[config.mk]
export PLATFORM = sky130hd
export DESIGN_NAME = fird2_dp
export DESIGN_NICKNAME = d
export VERILOG_FILES = /design/src/rtl/core/fird2_pkg.sv /design/src/rtl/core/fird2_ram.sv /design/src/rtl/core/fird2_dp.sv
export SDC_FILE = /design/constraint.sdc
export NUM_CORES = 2
export LEC_CHECK = 0
export BUFFER_PORTS_ARGS = -buffer_cell sky130_fd_sc_hd__clkbuf_2
export CORE_ASPECT_RATIO = 0.9
export CORE_MARGIN = 3
export CORE_UTILIZATION = 65
export CTS_BUF_LIST = sky130_fd_sc_hd__clkbuf_8
export DETAILED_ROUTE_END_ITERATION = 7
export GPL_TIMING_DRIVEN = 1
export PLACE_DENSITY = 0.93
export SLEW_MARGIN = 20
export SYNTH_ARGS = -nofsm -noshare
export SYNTH_HDL_FRONTEND = slang
export SYNTH_SLANG_ARGS = --single-unit
[constraint.sdc]
create_clock -name i_clk -period 11.6 [get_ports i_clk]
set_clock_uncertainty 0.2 [all_clocks]
set_input_delay 0.58 -clock i_clk [delete_from_list [all_inputs] [get_ports i_clk]]
set_output_delay 0.58 -clock i_clk [all_outputs]
set_load 0.005 [all_outputs]
[src/rtl/core/fird2_pkg.sv]
// ----------------------------------------------------------------------------
// fird2_pkg: shared types and constants of the decimate-by-two FIR
// Coefficient table, controller states and the controller/datapath bundles.
// ----------------------------------------------------------------------------
package fird2_pkg;

    localparam int FIELD_CHANNELS     = 4;
    localparam int HALF_TAPS          = 12;
    localparam int COEF_W             = 16;
    localparam int COEF_FRAC          = 15;
    localparam int DEF_TAPS           = 24;
    localparam int DEF_CHANNELS       = 4;
    localparam int DEF_SAMPLE_WIDTH   = 16;

    // Q1.15 low-pass half set, tap 0 is the newest sample
    localparam logic signed [COEF_W-1:0] HALF_COEF [HALF_TAPS] = '{
        16'sd17,    -16'sd47,   -16'sd166,  -16'sd77,
        16'sd368,   16'sd667,   -16'sd16,   -16'sd1485,
        -16'sd1808, 16'sd1080,  16'sd6634,  16'sd11218
    };

    // symmetric lookup: taps beyond the half set read as zero
    function automatic logic signed [COEF_W-1:0] tap_coef(input int tap, input int taps);
        int mirror;
        int h;
        logic signed [COEF_W-1:0] c;
        mirror = taps - 1 - tap;
        h      = (tap < mirror) ? tap : mirror;
        c      = '0;
        if (h >= 0 && h < HALF_TAPS) begin
            c = HALF_COEF[h];
        end
        return c;
    endfunction

    typedef enum logic [2:0] {
        S_IDLE,
        S_WRITE,
        S_MAC,
        S_FLUSH,
        S_LOAD
    } t_state;

    typedef struct packed {
        logic capture;   // latch the incoming request
        logic write;     // store latched samples at the write slot
        logic acc_clr;   // clear the accumulators
        logic rd_en;     // issue one tap read
        logic advance;   // step the write slot
        logic load;      // move rounded sums to the output register
    } t_dp_cmd;

    typedef struct packed {
        logic out_free;  // output register empty or being taken
    } t_dp_sts;

endpackage

[src/rtl/core/fird2_ram.sv]
// ----------------------------------------------------------------------------
// fird2_ram: simple dual-port RAM
// One write port, one read port, read data registered.
// ----------------------------------------------------------------------------
module fird2_ram #(
    parameter int WIDTH = 16,
    parameter int DEPTH = 24
) (
    input  logic                     i_clk,
    input  logic                     i_we,
    input  logic [$clog2(DEPTH)-1:0] i_waddr,
    input  logic [WIDTH-1:0]         i_wdata,
    input  logic                     i_re,
    input  logic [$clog2(DEPTH)-1:0] i_raddr,
    output logic [WIDTH-1:0]         o_rdata
);

    logic [WIDTH-1:0] r_mem [DEPTH];
    logic [WIDTH-1:0] r_rdata;

    always_ff @(posedge i_clk) begin
        if (i_we) begin
            r_mem[i_waddr] <= i_wdata;
        end
        if (i_re) begin
            r_rdata <= r_mem[i_raddr];
        end
    end

    assign o_rdata = r_rdata;

endmodule

[src/rtl/core/fird2_dp.sv]
// ----------------------------------------------------------------------------
// fird2_dp: datapath of the decimate-by-two FIR
// Per-channel history RAM and multiply-accumulate lane, rounding, output reg.
// ----------------------------------------------------------------------------
module fird2_dp #(
    parameter int TAPS         = fird2_pkg::DEF_TAPS,
    parameter int CHANNELS     = fird2_pkg::DEF_CHANNELS,
    parameter int SAMPLE_WIDTH = fird2_pkg::DEF_SAMPLE_WIDTH
) (
    input  logic                           i_clk,
    input  logic                           i_rst_n,
    input  fird2_pkg::t_dp_cmd             i_cmd,
    input  logic [$clog2(TAPS)-1:0]        i_tap,
    output fird2_pkg::t_dp_sts             o_sts,
    input  logic signed [SAMPLE_WIDTH-1:0] i_in_ch0,
    input  logic signed [SAMPLE_WIDTH-1:0] i_in_ch1,
    input  logic signed [SAMPLE_WIDTH-1:0] i_in_ch2,
    input  logic signed [SAMPLE_WIDTH-1:0] i_in_ch3,
    output logic                           o_out_valid,
    input  logic                           i_out_ready,
    output logic signed [SAMPLE_WIDTH-1:0] o_out_ch0,
    output logic signed [SAMPLE_WIDTH-1:0] o_out_ch1,
    output logic signed [SAMPLE_WIDTH-1:0] o_out_ch2,
    output logic signed [SAMPLE_WIDTH-1:0] o_out_ch3
);
    import fird2_pkg::*;

    localparam int TAP_W  = $clog2(TAPS);
    localparam int LANES  = (CHANNELS < FIELD_CHANNELS) ? CHANNELS : FIELD_CHANNELS;
    localparam int PROD_W = SAMPLE_WIDTH + COEF_W;
    localparam int ACC_W  = PROD_W + 7;
    localparam logic signed [ACC_W-1:0] RND_HALF = ACC_W'(1 << (COEF_FRAC - 1));
    localparam logic signed [ACC_W-1:0] SAT_HI   = ACC_W'((1 << (SAMPLE_WIDTH - 1)) - 1);
    localparam logic signed [ACC_W-1:0] SAT_LO   = -SAT_HI - ACC_W'(1);

    logic signed [SAMPLE_WIDTH-1:0] in_arr [FIELD_CHANNELS];
    logic signed [SAMPLE_WIDTH-1:0] r_out  [FIELD_CHANNELS];
    logic                           r_out_valid;

    // write slot and history fill state
    logic [TAP_W-1:0] r_wp;
    logic             r_full;

    // tap read issue
    logic [TAP_W:0]              rd_sum;
    logic [TAP_W:0]              rd_wrap;
    logic [TAP_W-1:0]            rd_idx;
    logic                        rd_ok;
    logic                        r_p1_vld, r_p1_ok;
    logic signed [COEF_W-1:0]    r_p1_coef;
    logic                        r_p2_vld;

    assign in_arr[0] = i_in_ch0;
    assign in_arr[1] = i_in_ch1;
    assign in_arr[2] = i_in_ch2;
    assign in_arr[3] = i_in_ch3;

    // index of tap t: (wp - t) mod TAPS
    assign rd_sum  = {1'b0, r_wp} + (TAP_W + 1)'(TAPS) - {1'b0, i_tap};
    assign rd_wrap = rd_sum - (TAP_W + 1)'(TAPS);
    assign rd_idx  = (rd_sum >= (TAP_W + 1)'(TAPS)) ? rd_wrap[TAP_W-1:0] : rd_sum[TAP_W-1:0];
    // slots not yet written since reset read as zero
    assign rd_ok   = r_full || (rd_idx <= r_wp);

    always_ff @(posedge i_clk) begin
        if (!i_rst_n) begin
            r_wp     <= '0;
            r_full   <= 1'b0;
            r_p1_vld <= 1'b0;
            r_p2_vld <= 1'b0;
        end else begin
            if (i_cmd.advance) begin
                if (r_wp == TAP_W'(TAPS - 1)) begin
                    r_wp   <= '0;
                    r_full <= 1'b1;
                end else begin
                    r_wp <= r_wp + TAP_W'(1);
                end
            end
            r_p1_vld <= i_cmd.rd_en;
            r_p2_vld <= r_p1_vld;
        end
    end

    always_ff @(posedge i_clk) begin
        if (i_cmd.rd_en) begin
            r_p1_ok   <= rd_ok;
            r_p1_coef <= tap_coef(int'(i_tap), TAPS);
        end
    end

    // one lane per channel carried on a port
    for (genvar c = 0; c < LANES; c++) begin : g_lane
        logic signed [SAMPLE_WIDTH-1:0] r_smp;
        logic [SAMPLE_WIDTH-1:0]        rdata;
        logic signed [PROD_W-1:0]       prod;
        logic signed [PROD_W-1:0]       r_prod;
        logic signed [ACC_W-1:0]        r_acc;
        logic signed [ACC_W-1:0]        rnd;
        logic signed [SAMPLE_WIDTH-1:0] sat;

        fird2_ram #(
            .WIDTH (SAMPLE_WIDTH),
            .DEPTH (TAPS)
        ) u_hist (
            .i_clk   (i_clk),
            .i_we    (i_cmd.write),
            .i_waddr (r_wp),
            .i_wdata (r_smp),
            .i_re    (i_cmd.rd_en),
            .i_raddr (rd_idx),
            .o_rdata (rdata)
        );

        // signed sample times signed coefficient
        assign prod = $signed(rdata) * r_p1_coef;

        always_ff @(posedge i_clk) begin
            if (i_cmd.capture) begin
                r_smp <= in_arr[c];
            end
            if (r_p1_vld) begin
                r_prod <= r_p1_ok ? prod : '0;
            end
            if (i_cmd.acc_clr) begin
                r_acc <= '0;
            end else if (r_p2_vld) begin
                r_acc <= r_acc + {{(ACC_W - PROD_W){r_prod[PROD_W-1]}}, r_prod};
            end
        end

        // round half up to Q1.15 then clamp
        always_comb begin
            rnd = (r_acc + RND_HALF) >>> COEF_FRAC;
            if (rnd > SAT_HI) begin
                sat = SAT_HI[SAMPLE_WIDTH-1:0];
            end else if (rnd < SAT_LO) begin
                sat = SAT_LO[SAMPLE_WIDTH-1:0];
            end else begin
                sat = rnd[SAMPLE_WIDTH-1:0];
            end
        end

        always_ff @(posedge i_clk) begin
            if (i_cmd.load) begin
                r_out[c] <= sat;
            end
        end
    end

    for (genvar c = LANES; c < FIELD_CHANNELS; c++) begin : g_idle
        assign r_out[c] = '0;
    end

    always_ff @(posedge i_clk) begin
        if (!i_rst_n) begin
            r_out_valid <= 1'b0;
        end else if (i_cmd.load) begin
            r_out_valid <= 1'b1;
        end else if (i_out_ready) begin
            r_out_valid <= 1'b0;
        end
    end

    assign o_sts.out_free = ~r_out_valid | i_out_ready;
    assign o_out_valid    = r_out_valid;
    assign o_out_ch0      = r_out[0];
    assign o_out_ch1      = r_out[1];
    assign o_out_ch2      = r_out[2];
    assign o_out_ch3      = r_out[3];

endmodule

==> summary.md <==
| Metric | Value |
|---|---|
| Drt wl/cell | 28.1 µm |
| Later-pin clock latency in the skew report | 1060 ps |
| Hold Crit Class | in2reg |
| Fmax | 0.129 GHz |
| Crit start category | flop |
| Area of the multi-input gates | 58,500 µm² |
| Post-CTS Setup Bufs | 0 |
| H-tree depth | 5 |
| DRC | 0 |
| Die area | 196,000 µm² |
| Synth async-reset ratio | 0% |
| Unique masters post-synth | 99 |
| DRT Wirelength | between 300,000 and 400,000 µm |
| Worst EP arrival | 8220 ps |
| Syn Nets | ~11,000 |
| Top-area cell type share of the netlist area | 45.3% |
| Top-count cell post-synth | edfxtp_1 |
| Fin crit share | about two thirds |
| Mapped cell area | between 100,000 and 150,000 µm² |
| IO Count | 144 |
| Cts bufs inserted | 323 |
| Seq cells post-synth | 2,036 |
| Routability cong. | approximately 0.91 |
| Std cell rows | between 150 and 200 |
| Worst-path clk slew | 70 ps |
| Clk buf depth | 4 |
| Layout area overhead | 8.09% |
| Count of final setup violators | 0 |
| CTS tree | built |
| Setup tns final | 0 ps |
| Sequential Area | 59,500 µm² |
| Top post-synthesis cells by area | edfxtp_1, fa_1, mux4_2, ha_1, inv_1 |
| Max FO, Critical Path | 51 |
| Die Wd | 466 µm |
| DRT iter0 DRCs | 10,200 |
| Post-Syn Area per Cell | 13.6 µm² |
| Fin. Hold Viols | 0 |
| Vias in the first global route | 83,500 |
| Total congestion overflow | 0 |
| Post-DP HPWL | around 220,000 µm |
| Outcome | finished, final reports clean |
| DRT antenna net count | 0 |
| Nets@finish | roughly 11,000 |
| Crit-path max cell delay | 660 ps |
| Kind of critical path | reg2reg |
| Largest net degree at the start of global routing | 136 |
| Crit-path cells | buf_4 -> nand2_1 -> fa_1 -> inv_1 -> fa_1 -> inv_1 -> fa_1 -> inv_1 -> fa_1 -> fa_1 -> inv_1 -> fa_1 -> inv_1 -> ha_1 -> nand2_1 -> o22a_1 -> a21oi_1 -> a311o_1 -> a41oi_1 -> a2111oi_0 -> nor2_1 -> a21oi_1 -> xnor2_1 -> nor2_1 |
| Register area share after synthesis | 48.0% |
| Least-Margin Pin Slew | 1230 ps |
| Clock Sink Count | 2,036 |
| Vias per inst | 6.53 |
| Placeable core area | 189,000 µm² |
| GRT Total Usage | 35.6% |
| Final Max Tran Viols | 0 |
| Initial antenna violation count | 33 |
| First-pass GRT wire length | 516,000 µm |
| Synth top cells by count | edfxtp_1, inv_1, fa_1 |
| Worst Path Required | 12,070 ps |
| Chip Height | around 420 µm |
| Drt pass-1 iters | 6 |
| Most used DFF post-synth | edfxtp_1 |
| Unrepaired setup endpoints after global routing | false |
| Period minus WS final | 7740 ps |
| Yosys top cell by area | edfxtp_1 |
| Initial core utilization | 65.6% |
| Fillers | 11,200 |
| Max-slew headroom | 18.0% |
| Root buf cell | clkbuf_8 |
| Vias post-DR | 79,200 |
| Yosys warnings | 0 |
| Number of max-cap violations | 0 |
| Share of cells above drive strength 1 | a little over an eighth |
| Post-synth EDFFs | approximately 1,900 |
| Post-Syn Instances | 9,120 |
| Setup slack, reg-to-reg | 3860 ps |
| Crit path capture type | flop |
| PortBufs | 143 |
| Crit path max-delay cell type | buf_4 |
| CP most frequent cell | fa_1 |
## state kept, by name (all words and copies together), names as in the netlist
| signal | count |
|---|---|
| g_lane.r_smp | 64 |
| r_p2_vld | 1 |
| g_lane.u_hist.r_mem | 1536 |
| g_lane.r_prod | 128 |
| r_full | 1 |
| r_out | 64 |
| r_p1_coef | 14 |
| g_lane.r_acc | 156 |
| g_lane.u_hist.o_rdata | 64 |
| r_wp | 5 |
| o_out_valid | 1 |
| r_p1_ok | 1 |
| r_p1_vld | 1 |
## layout make-up
type / count / share of cell area [%]
inverter: 1186 / 3.33
timing repair buffer: 298 / 1.60
sequential: 2036 / 44.4
clock inverter: 224 / 1.13
multi-input combinational: 5521 / 43.7
clock buffer: 337 / 3.46
antenna: 7 / 0.0131
tap: 2524 / 2.36
## worst max-delay path: cells and delay by family, from the launching register on
| kind | cells | cell delay (ps) |
|---|---|---|
| XOR/XNOR | 1 | 130 |
| flip-flops | 1 | 600 |
| AND/OR/NAND/NOR | 4 | 480 |
| AO/OA/AOI/OAI | 6 | 1710 |
| adder cells (fa/ha/maj) | 7 | 3380 |
| buffers and inverters | 6 | 920 |
## routing by layer
layer / up-vias / GRT usage (%) / part of all wire (%)
li1: 32300 / - / -
met1: 39000 / 43.2 / 32
met2: 6089 / 57.2 / 48
met3: 1684 / 8.85 / 12
met4: 32 / 23.8 / 8.0
met5: - / 0 / 0.060
## stage by stage
stage | std cells | cell area, µm² | setup WS (ps) | hold slack [ps] | util (%)
after floorplan | 9120 | 124000 | 4890 | 240 | -
after global placement | 11500 | 127000 | 4190 | 254 | 67.2
after detailed placement | 11500 | 127000 | 4010 | 264 | 67.2
after CTS | 12100 | 134000 | 3950 | 2.94 | 70.9
after global routing | 12100 | 134000 | 3490 | 36.7 | 70.9
final | 12100 | 134000 | 3860 | 61.1 | 70.9
## placed cells by master (no fill, tap or decap), types with 139 or more instances in the layout
cell type	count
nand2_1	568
edfxtp_1	1871
clkbuf_2	139
inv_1	1259
a21oi_1	267
xnor2_1	206
ha_1	560
fa_1	989
clkbuf_8	337
and2_1	584
mux4_2	448
nor2_1	394
dfxtp_1	163
## cell families (layout without fill, tap and decap cells)
family	Yosys count	after routing	synth area share (%)
buffers and inverters	1563	2045	4.90
XOR/XNOR	334	334	2.36
AO/OA/AOI/OAI	903	903	4.64
multiplexers	664	664	10.0
AND/OR/NAND/NOR	2069	2069	8.42
flip-flops	2036	2036	48.0
adder cells (fa/ha/maj)	1551	1551	21.7
other	0	7	0
## what timing repair did
item	CTS	global route
hold buffers	79	0
endpoints found under the hold margin	173	0
gates resized for setup	0	0
## path summary, 6_finish.rpt
path	from	to	cells past startpoint
worst min-delay path	i_in_ch0[15]	g_lane[0].r_smp[15]$_DFFE_PP_	2
worst min register to register	g_lane[3].r_acc[13]$_SDFFE_PP0P_	g_lane[3].r_acc[13]$_SDFFE_PP0P_	2
worst max register to register	r_p1_coef[9]$_SDFFCE_PN0P_	g_lane[3].r_prod[30]$_SDFFCE_PN0P_	24
worst max-delay path	r_p1_coef[9]$_SDFFCE_PN0P_	g_lane[3].r_prod[30]$_SDFFCE_PN0P_	24
Power is left out: the tool's default activity adds up to more than one toggle a clock period on the data nets, which glitch-free logic cannot reach.
