--- src/rtl/core/fird2_pkg.sv ---
// ----------------------------------------------------------------------------
// fird2_pkg: shared types and constants of the decimate-by-two FIR
// Coefficient table, controller states and the controller/datapath bundles.
// ----------------------------------------------------------------------------
package fird2_pkg;

    localparam int FIELD_CHANNELS     = 4;
    localparam int HALF_TAPS          = 12;
    localparam int COEF_W             = 16;
    localparam int COEF_FRAC          = 15;
    localparam int DEF_TAPS           = 24;
    localparam int DEF_CHANNELS       = 4;
    localparam int DEF_SAMPLE_WIDTH   = 16;

    // Q1.15 low-pass half set, tap 0 is the newest sample
    localparam logic signed [COEF_W-1:0] HALF_COEF [HALF_TAPS] = '{
        16'sd17,    -16'sd47,   -16'sd166,  -16'sd77,
        16'sd368,   16'sd667,   -16'sd16,   -16'sd1485,
        -16'sd1808, 16'sd1080,  16'sd6634,  16'sd11218
    };

    // symmetric lookup: taps beyond the half set read as zero
    function automatic logic signed [COEF_W-1:0] tap_coef(input int tap, input int taps);
        int mirror;
        int h;
        logic signed [COEF_W-1:0] c;
        mirror = taps - 1 - tap;
        h      = (tap < mirror) ? tap : mirror;
        c      = '0;
        if (h >= 0 && h < HALF_TAPS) begin
            c = HALF_COEF[h];
        end
        return c;
    endfunction

    typedef enum logic [2:0] {
        S_IDLE,
        S_WRITE,
        S_MAC,
        S_FLUSH,
        S_LOAD
    } t_state;

    typedef struct packed {
        logic capture;   // latch the incoming request
        logic write;     // store latched samples at the write slot
        logic acc_clr;   // clear the accumulators
        logic rd_en;     // issue one tap read
        logic advance;   // step the write slot
        logic load;      // move rounded sums to the output register
    } t_dp_cmd;

    typedef struct packed {
        logic out_free;  // output register empty or being taken
    } t_dp_sts;

endpackage

--- src/rtl/core/fird2_ctrl.sv ---
// ----------------------------------------------------------------------------
// fird2_ctrl: sequencer of the decimate-by-two FIR
// Tracks decimation phase and steps the datapath through the taps.
// ----------------------------------------------------------------------------
module fird2_ctrl #(
    parameter int TAPS = fird2_pkg::DEF_TAPS
) (
    input  logic                    i_clk,
    input  logic                    i_rst_n,
    input  logic                    i_in_valid,
    input  logic                    i_buffer_start,
    output logic                    o_in_ready,
    output fird2_pkg::t_dp_cmd      o_cmd,
    output logic [$clog2(TAPS)-1:0] o_tap,
    input  fird2_pkg::t_dp_sts      i_sts
);
    import fird2_pkg::*;

    localparam int TAP_W = $clog2(TAPS);

    t_state            r_state, n_state;
    logic [TAP_W-1:0]  r_cnt, n_cnt;
    logic              r_odd, n_odd;
    logic              r_emit, n_emit;

    always_ff @(posedge i_clk) begin
        if (!i_rst_n) begin
            r_state <= S_IDLE;
            r_cnt   <= '0;
            r_odd   <= 1'b0;
            r_emit  <= 1'b0;
        end else begin
            r_state <= n_state;
            r_cnt   <= n_cnt;
            r_odd   <= n_odd;
            r_emit  <= n_emit;
        end
    end

    // next state
    always_comb begin
        n_state = r_state;
        n_cnt   = r_cnt;
        n_odd   = r_odd;
        n_emit  = r_emit;
        unique case (r_state)
            S_IDLE: begin
                if (i_in_valid) begin
                    n_state = S_WRITE;
                    // buffer start forces an even frame
                    n_emit  = i_buffer_start | ~r_odd;
                    n_odd   = i_buffer_start | ~r_odd;
                end
            end
            S_WRITE: begin
                n_cnt   = '0;
                n_state = r_emit ? S_MAC : S_IDLE;
            end
            S_MAC: begin
                if (r_cnt == TAP_W'(TAPS - 1)) begin
                    n_cnt   = '0;
                    n_state = S_FLUSH;
                end else begin
                    n_cnt = r_cnt + TAP_W'(1);
                end
            end
            S_FLUSH: begin
                // drain the pipeline: read register to product, product to sum
                if (r_cnt == TAP_W'(1)) begin
                    n_state = S_LOAD;
                end else begin
                    n_cnt = r_cnt + TAP_W'(1);
                end
            end
            S_LOAD: begin
                if (i_sts.out_free) begin
                    n_state = S_IDLE;
                end
            end
            default: n_state = S_IDLE;
        endcase
    end

    // outputs
    always_comb begin
        o_cmd      = '0;
        o_in_ready = 1'b0;
        unique case (r_state)
            S_IDLE: begin
                o_in_ready  = 1'b1;
                o_cmd.capture = i_in_valid;
            end
            S_WRITE: begin
                o_cmd.write   = 1'b1;
                o_cmd.acc_clr = 1'b1;
                o_cmd.advance = ~r_emit;
            end
            S_MAC: begin
                o_cmd.rd_en   = 1'b1;
                o_cmd.advance = (r_cnt == TAP_W'(TAPS - 1));
            end
            S_FLUSH: begin
            end
            S_LOAD: begin
                o_cmd.load = i_sts.out_free;
            end
            default: begin
            end
        endcase
    end

    assign o_tap = r_cnt;

endmodule

--- config.mk ---
export PLATFORM = sky130hd
export DESIGN_NAME = fird2_ctrl
export DESIGN_NICKNAME = d
export VERILOG_FILES = /design/src/rtl/core/fird2_pkg.sv /design/src/rtl/core/fird2_ctrl.sv
export SDC_FILE = /design/constraint.sdc
export NUM_CORES = 1
export LEC_CHECK = 0
export ABC_AREA = 1
export BUFFER_PORTS_ARGS = -buffer_cell sky130_fd_sc_hd__buf_2
export CAP_MARGIN = 25
export CORE_AREA = 10 10 47 49
export CTS_BUF_LIST = sky130_fd_sc_hd__clkbuf_4
export DETAILED_ROUTE_END_ITERATION = 6
export DIE_AREA = 0 0 57 59
export PLACE_DENSITY_LB_ADDON = 0.1
export SYNTH_ARGS = -nofsm -noshare
export SYNTH_HDL_FRONTEND = slang
export SYNTH_SLANG_ARGS = --single-unit
--- constraint.sdc ---
create_clock -name i_clk -period 2.17 [get_ports i_clk]
set_clock_uncertainty 0.1 [all_clocks]
set_input_delay 0.217 -clock i_clk [delete_from_list [all_inputs] [get_ports i_clk]]
set_output_delay 0.217 -clock i_clk [all_outputs]
set_load 0.03 [all_outputs]
==> metrics.yaml, run 1 <==
run_status:
  status: "finished clean"
floorplan:
  dieArea_um2: 3360
  ios: 17
  placementRows: 14
  coreArea_um2: 1400
  die_w_um: 57
  initial_utilization: 0.446
  die_h_um: 59
global_route:
  grt_antenna_before_repair: 0
  grt_overflow_total: 0
  grt_max_degree: 8
  grt_pass1_wl_um: 2420
  grt_pass1_vias: 576
  track_usage: 0.0896
critical_path:
  cpMaxStageDelayCell: "dfxtp_1"
  crit_buf_inv: 2
  rr_worst_depth: 8
  worstSetupStartpoint: "o_tap[0]"
  crit_path_end_kind: "primary output"
  cpLargestDelayFamily: "flip-flops"
  timing.rr.start: "o_tap[0]"
  cp_max_fo: 7
  path_cells: "ha_1, nand2_1, inv_1, nand2_2, o22ai_1, buf_2"
  crit_type: "register to primary output"
  cp-start-kind: "register"
  cp.arrival_ns: 1.51
  rrSetupSlack_ns: 0.69
  cp.required_ns: 1.85
  r2r-end: "r_state[1]"
  slowest_delay_ns: 0.44
detailed_routing:
  viasPerCell: 4.98
  first_pass_iters: 4
  vias: 658
  drt-total-wl_um: 1480
  antenna_left: 0
  wl_per_cell_um: 11.2
  drc: 0
  drtIter0Drc: 19
hold_path:
  hp-start: "i_buffer_start"
  hold_path_end: "r_emit"
  hold_depth: 3
  hold_class: "input pin to register"
pwr:
  power_frac_seq: 0.258
  vdd_drop_max_uv: 588
  internal_power_mw: 0.498
  clkPwrFrac: 0.116
  combPwrFrac: 0.626
  p_sw_mw: 0.636
  swShare: 0.561
  powerDensity_nw_per_um2: 1520
  p_leak_nw: 0.394
  total_power_mw: 1.13
synth:
  ys.flop_type: "dfxtp_1"
  synthTopCellsByCount: "16 x inv_1, 14 x nand2_1, 12 x nor2_1"
  synth_nets: 104
  yosysSeqAreaShare: 0.288
  synth_cell_type_count: 21
  synthTopCellsByArea: "dfxtp_1 29%, inv_1 9.6%, nand3_1 8.8%"
  synth_top_cell_by_area: "dfxtp_1"
  yosys.area.top_type_share: 0.288
  yosys_warnings: 0
  synth-seq-cells: 9
  async_flop_share: 0
  syn_area_um2: 626
  synth_edf_count: 0
  avgSynthCellArea_um2: 6.45
  yosysMostFrequentCell: "inv_1"
  syn_inst: 97
clock_tree:
  cts_htree_levels: 1
  cts_hold_buf: 0
  numCtsBuffers: 3
  cts.sinks: 9
  clockBufferDepth: 2
  clk_pin_slew_worst_paths_ns: 0.06
  clock_latency_ns: 0.27
  cts_resized: 0
  clockRootBuffer: "clkbuf_4"
  cts_tree: "built"
  cts_post_setup_buffers_inserted: 0
finish:
  final_util: 0.532
  nets: 124
  fillers: 143
  drive_gt1_frac: 0.302
  diodes: 0
  area_delta_synth_final_pct: 19.2
place:
  io_buffer_count: 16
  place_congestion: 0.865
  dp_hpwl_um: 1200
timing:
  final-hold-violation-count: 0
  post-route-min-period_ns: 1.83
  tightest_slew_ns: 0.295
  fin_crit_sh: 0.844
  relSlewSlack: 0.803
  finalSetupViolCount: 0
  finalMaxSlewViolations: 0
  setup_tns_ns: 0
  rsz0062_at_grt: "no"
  max_freq_mhz: 546
flow_run:
  cap_violations: 0
-- flip-flops by register name (all words and copies together), names as in the netlist --
name,flops
o_tap,5
r_emit,1
r_state,3
-- cells by family after synthesis --
kind of cell	share of synthesized area
xor+xnor	0.0140
flops	0.288
buf+inv	0.126
fa+ha+maj	0.0400
compound gates	0.114
simple gates	0.418
-- through the flow --
| step | setup WS (ns) | std cells | hold WS (ns) | instance area [um2] |
|---|---|---|---|---|
| 2_1_floorplan | 0.296 | 97 | 0.238 | 626 |
| 6_report | 0.340 | 132 | 0.113 | 746 |
| 5_1_grt | 0.241 | 132 | 0.145 | 746 |
| 4_1_cts | 0.335 | 132 | 0.120 | 746 |
| 3_5_place_dp | 0.629 | 128 | 0.396 | 718 |
| 3_3_place_gp | 0.683 | 128 | 0.386 | 718 |
-- power groups by stage --
| stage | sequential (mW) | clock (mW) | combinational, mW |
|---|---|---|---|
| after global routing | 0.303 | 0.145 | 0.794 |
| final | 0.292 | 0.132 | 0.710 |
| after global placement | 0.291 | 0 | 0.713 |
| after CTS | 0.292 | 0.136 | 0.717 |
| after floorplan | 0.316 | 0 | 0.535 |
| after detailed placement | 0.296 | 0 | 0.714 |
-- area by class of cell --
class | count | area (um2) | share of cell area
well taps | 16 | 20.0 | 0.0268
flip-flops and latches | 9 | 180 | 0.242
clock inverters | 1 | 5.00 | 0.00671
inverters | 19 | 71.3 | 0.0956
repair buffers | 16 | 80.1 | 0.107
clock buffers | 3 | 22.5 | 0.0302
multi-input cells | 68 | 367 | 0.492
-- layout by cell type (no fill, tap or decap), drive strengths merged --
cell,n
nand2,21
xnor2,1
nand4,1
ha,2
nor3,1
clkinv,1
o22ai,1
a21oi,10
dfxtp,9
buf,16
o21ai,3
inv,19
nor4,1
nand3,13
nor2,14
clkbuf,3
-- layer usage --
metal  global-route usage  vias to the layer above  part of all wire
met5                    0                        -                 0
met4               0.0604                        0             0.023
met3               0.0494                        5             0.087
met2                0.136                       15              0.44
met1               0.0930                      290              0.45
li1                     -                      348                 -
-- worst reg2reg max path: cells and delay by family, from the launching register on --
family	cells	cell delay, ns
compound gates	1	0.08
flops	1	0.44
fa+ha+maj	1	0.22
simple gates	5	0.44
buf+inv	1	0.10
-- how the worst max path moves through the flow --
stage          cells past startpoint  endpoint
6_report                           6  o_cmd[1]
5_1_grt                            6  o_cmd[1]
4_1_cts                            6  o_cmd[1]
3_5_place_dp                       6  o_cmd[1]
3_3_place_gp                       6  o_cmd[1]
2_1_floorplan                      5  o_cmd[1]
No activity file was read; power rests on OpenSTA's default activity.
==> inputs of run 2 (changes only) <==
Clock period 2.17 ns to 1.8 ns, I/O delays scaled along.
==> run 2 against run 1 <==
Against the previous run:
- cell count did not move
- design area rose by 1.5%
- clock-buffer cell count rose by 1
- worst setup slack got worse by 0.22 ns
- routed wire length rose by 4.3%
- global-route usage rose by 0.95 points
- sequential share of layout area barely moved
- largest power group unchanged
- total power rose by 23%
- worst hold slack got worse by 0.017 ns
==> metrics.yaml, run 2 (synthesis gave the netlist of run 1 again) <==
run_status:
  status: "finished clean"
clock_tree:
  cts_tree: "built"
  cts_htree_levels: 1
  clock_latency_ns: 0.26
  numCtsBuffers: 3
  cts_post_setup_buffers_inserted: 0
  clk_pin_slew_worst_paths_ns: 0.06
  clockBufferDepth: 2
  clockRootBuffer: "clkbuf_4"
  cts.sinks: 9
global_route:
  grt-busiest-layer: "met2"
  grt_max_degree: 8
  grt_antenna_before_repair: 0
  use_met1: 0.110
  grt_pass1_vias: 625
  met2_usage: 0.169
  track_usage: 0.0990
  grt_pass1_wl_um: 2730
  use_met3: 0.0279
  grt_overflow_total: 0
place:
  place_congestion: 0.885
  dp_hpwl_um: 1280
  dp.cells: 128
  pre_cts_slack_ns: 0.303
  io_buffer_count: 16
  placed_cell_area_um2: 724
finish:
  area_delta_synth_final_pct: 21.0
  nets: 124
  final_util: 0.540
  final_cells: 132
  layout_common_cells: "16 x inv_1, 16 x buf_2, 14 x nand2_1"
  design_area_um2: 757
  diodes: 0
  largest_reg_flops: 5
  drive_gt1_frac: 0.328
timing:
  relSlewSlack: 0.808
  fin_crit_sh: 0.936
  tightest_slew_ns: 0.287
  post-route-min-period_ns: 1.68
  rsz0062_at_grt: "no"
  finalMaxSlewViolations: 0
  final-hold-violation-count: 0
  setup_ws_ns: 0.116
  setup_tns_ns: 0
  max_freq_mhz: 594
  finalSetupViolCount: 0
  whs_ns: 0.0961
pwr:
  swShare: 0.548
  p_sw_mw: 0.762
  powerDensity_nw_per_um2: 1840
  internal_power_mw: 0.628
  vdd_drop_max_uv: 845
  power_frac_seq: 0.256
  p_leak_nw: 0.398
  combPwrFrac: 0.621
  clkPwrFrac: 0.123
  total_power_mw: 1.39
hold_path:
  hold_class: "input pin to register"
  hold_depth: 3
  hp-start: "i_buffer_start"
  hold_path_end: "r_emit"
critical_path:
  cp-start-kind: "register"
  cpMaxStageDelayCell: "dfxtp_2"
  slowest_delay_ns: 0.39
  rr_worst_depth: 8
  path_cells: "ha_1, nand2_1, inv_1, nand2_2, o22ai_2, buf_2"
  cp.required_ns: 1.52
  timing.rr.start: "o_tap[0]"
  crit_path_end_kind: "primary output"
  cp_max_fo: 7
  crit_type: "register to primary output"
  cp.arrival_ns: 1.40
  r2r-end: "r_state[1]"
  rrSetupSlack_ns: 0.38
floorplan:
  initial_utilization: 0.446
  dieArea_um2: 3360
  die_w_um: 57
  ios: 17
  placementRows: 14
  die_h_um: 59
  coreArea_um2: 1400
detailed_routing:
  wl_per_cell_um: 11.7
  antenna_left: 0
  first_pass_iters: 4
  drtIter0Drc: 5
  vias: 632
  drc: 0
  drt-total-wl_um: 1540
  viasPerCell: 4.79
flow_run:
  cap_violations: 0
==> run 2: cell types whose count changed in the layout (fill, tap and decap cells not counted), sizes merged <==
cell / delta
clkinv: -1
clkbuf: +1
==> run 2: routing by layer <==
layer / up-vias / wire length (um)
met5: - / 0
met3: 2 / 70
met1: 271 / 721
li1: 347 / -
met2: 12 / 733
met4: 0 / 14
==> run 2: final cells by class <==
class                   count  area, um2
clock buffers               4       30.0
fillers                   158        644
inverters                  19       71.3
multi-input cells          68        373
flip-flops and latches      9        183
well taps                  16       20.0
repair buffers             16       80.1
==> run 2: how the worst max path moves through the flow <==
stage                     from        to  slack (ns)  cells past startpoint
floorplan           r_state[2]  o_cmd[0]        0.11                      2
global placement      o_tap[0]  o_cmd[1]        0.37                      6
detailed placement    o_tap[0]  o_cmd[1]        0.30                      6
CTS                   o_tap[0]  o_cmd[1]        0.02                      6
global route          o_tap[0]  o_cmd[1]        0.02                      6
finish                o_tap[0]  o_cmd[1]        0.12                      6
==> run 2: critical path: cells and delay by family, from the launching register on <==
family	cells	cell delay, ns
buffers and inverters	2	0.31
AO/OA/AOI/OAI	1	0.09
adder cells (fa/ha/maj)	1	0.19
AND/OR/NAND/NOR	2	0.16
flip-flops	1	0.39
==> run 2: repair_timing <==
action,in CTS,in global routing
setup endpoints to repair,0,1
endpoints found under the hold margin,0,0
resized for setup,0,2
hold buffers,0,0
==> run 2: power groups by stage <==
| stage | registers (mW) | logic (mW) | clock network (mW) |
|---|---|---|---|
| floorplan | 0.383 | 0.653 | 0 |
| global placement | 0.351 | 0.866 | 0 |
| detailed placement | 0.357 | 0.871 | 0 |
| CTS | 0.351 | 0.873 | 0.179 |
| global route | 0.369 | 0.974 | 0.187 |
| finish | 0.356 | 0.863 | 0.171 |
==> inputs of run 3 (changes only) <==
Settings changed: ABC_AREA 1 to unset.
==> run 3 against run 2 <==
Against the previous run:
- clock-buffer cell count unchanged
- critical path depth shrank 2
- sequential power shrank 37%
- non-clock buffer count up 3
- sequential share of layout area grew 0.78 points
- via count shrank 5.1%
- core utilization decreased by 1.7 points
- register-to-register slack worse by 0.24 ns
- critical path type unchanged
==> metrics.yaml, run 3 <==
global_route:
  grt_max_degree: 16
  grt_pass1_vias: 503
  grt_overflow_total: 0
  track_usage: 0.0872
  grt_antenna_before_repair: 0
  grt_pass1_wl_um: 2400
run_status:
  status: "finished clean"
timing:
  post-route-min-period_ns: 1.72
  setup_ws_ns: 0.0752
  max_freq_mhz: 580
  finalSetupViolCount: 0
  final-hold-violation-count: 0
  fin_crit_sh: 0.958
  finalMaxSlewViolations: 0
  relSlewSlack: 0.765
  whs_ns: 0.119
  tightest_slew_ns: 0.352
synth:
  yosys.area.top_type_share: 0.312
  yosysSeqAreaShare: 0.312
  syn_area_um2: 577
  synth_top_cell_by_area: "dfxtp_1"
  syn_inst: 71
  async_flop_share: 0
  yosys_warnings: 0
  synth_cell_type_count: 34
  synth_edf_count: 0
  ys.flop_type: "dfxtp_1"
  synth-seq-cells: 9
  synthTopCellsByArea: "dfxtp_1 31%, o21ai_0 6.1%, ha_1 4.3%"
  avgSynthCellArea_um2: 8.12
  synth_nets: 78
  yosysMostFrequentCell: "dfxtp_1"
  synthTopCellsByCount: "9 x dfxtp_1, 7 x o21ai_0, 5 x inv_1, 5 x nor2_1, 4 x nand2b_1"
critical_path:
  crit_type: "register to primary output"
  rr_worst_depth: 5
  cp.required_ns: 1.52
  cp.arrival_ns: 1.44
  timing.rr.start: "o_tap[1]"
  r2r-end: "r_state[2]"
  crit_end: "o_cmd[1]"
  cp-start-kind: "register"
  worstSetupStartpoint: "r_state[0]"
  crit_path_end_kind: "primary output"
  cp_max_fo: 8
  rrSetupSlack_ns: 0.14
finish:
  final_util: 0.523
  final_common_cell: "buf_2"
  nets: 97
  drive_gt1_frac: 0.337
  layout_common_cells: "15 x buf_2, 7 x o21ai_0, 7 x dfxtp_1"
  final_cells: 105
  design_area_um2: 733
  area_delta_synth_final_pct: 27.1
  largest_reg_flops: 5
  diodes: 0
  fillers: 151
clock_tree:
  clockBufferDepth: 2
  clockRootBuffer: "clkbuf_4"
  cts_htree_levels: 1
  cts_hold_buf: 0
  clk_pin_slew_worst_paths_ns: 0.07
  clock_latency_ns: 0.26
  cts_tree: "built"
  numCtsBuffers: 3
  cts.sinks: 9
floorplan:
  placementRows: 14
  dieArea_um2: 3360
  initial_utilization: 0.412
  die_h_um: 59
  coreArea_um2: 1400
  die_w_um: 57
  ios: 17
place:
  dp.cells: 100
  placed_cell_area_um2: 678
  pre_cts_slack_ns: 0.195
  dp_hpwl_um: 1120
  place_congestion: 0.781
  io_buffer_count: 16
hold_path:
  hold_depth: 3
  hold_class: "input pin to register"
pwr:
  powerDensity_nw_per_um2: 748
  p_leak_nw: 0.293
  vdd_drop_max_uv: 396
detailed_routing:
  wl_per_cell_um: 14.4
  drtIter0Drc: 6
  drt-total-wl_um: 1510
  drc: 0
  antenna_left: 0
  viasPerCell: 5.71
  first_pass_iters: 4
  vias: 600
flow_run:
  cap_violations: 0
==> run 3: cell count changes after synthesis, sizes merged, moves of 4 or more <==
cell    change
inv        -14
o21ai       +4
nand3      -10
nor2        -9
nand2b      +4
a21oi       -8
nand2      -20
==> run 3: cells by family (layout without fill, tap and decap cells) <==
logic type               count (synthesis)  after routing  share of synthesized area
flip-flops                               9              9                      0.312
AO/OA/AOI/OAI                           22             22                      0.265
AND/OR/NAND/NOR                         27             27                      0.289
XOR/XNOR                                 1              1                     0.0152
buffers and inverters                   10             28                     0.0759
adder cells (fa/ha/maj)                  2              2                     0.0434
==> run 3: layout make-up <==
type,count,area [um2],area share
clock buffer,4,30.0,0.0410
inverter,5,18.8,0.0256
multi-input combinational,52,377,0.514
sequential,9,183,0.249
tap,16,20.0,0.0273
timing repair buffer,19,105,0.143
==> run 3: where the power goes <==
group / switching (mW) / internal (mW)
clock network: 0.0754 / 0.101
registers: 0.0169 / 0.209
logic: 0.0962 / 0.0506
==> run 3: critical path: stages, from the launching register on <==
cell and delay (ns):
dfxtp_1 0.44, nand2b_1 0.14, or3_1 0.34, o31ai_2 0.07
buf_4 0.19
==> run 3: per-layer routing <==
layer	wire, um	global-route usage	vias to the layer above
met5	0	0	-
met4	10	0.0604	0
met3	95	0.0258	2
met2	707	0.119	14
met1	698	0.113	282
li1	-	-	302
==> run 3: worst min-delay path by stage <==
stage / from / to
6_report: i_sts / r_state[2]
4_1_cts: i_sts / r_state[2]
3_5_place_dp: i_sts / r_state[2]
2_1_floorplan: i_rst_n / o_tap[3]
3_3_place_gp: i_sts / r_state[2]
5_1_grt: i_sts / r_state[2]
==> run 3: repair_timing <==
action,in CTS,in global routing
resized for setup,2,3
buffers inserted,0,1
endpoints found under the setup margin,1,1
hold endpoints to repair,0,0
==> run 3: per-stage QoR <==
stage | total power, mW | setup TNS, ns
finish | 0.549 | 0
floorplan | 0.335 | 0
global placement | 0.374 | 0
CTS | 0.555 | 0
detailed placement | 0.375 | 0
global route | 0.583 | -0.00571
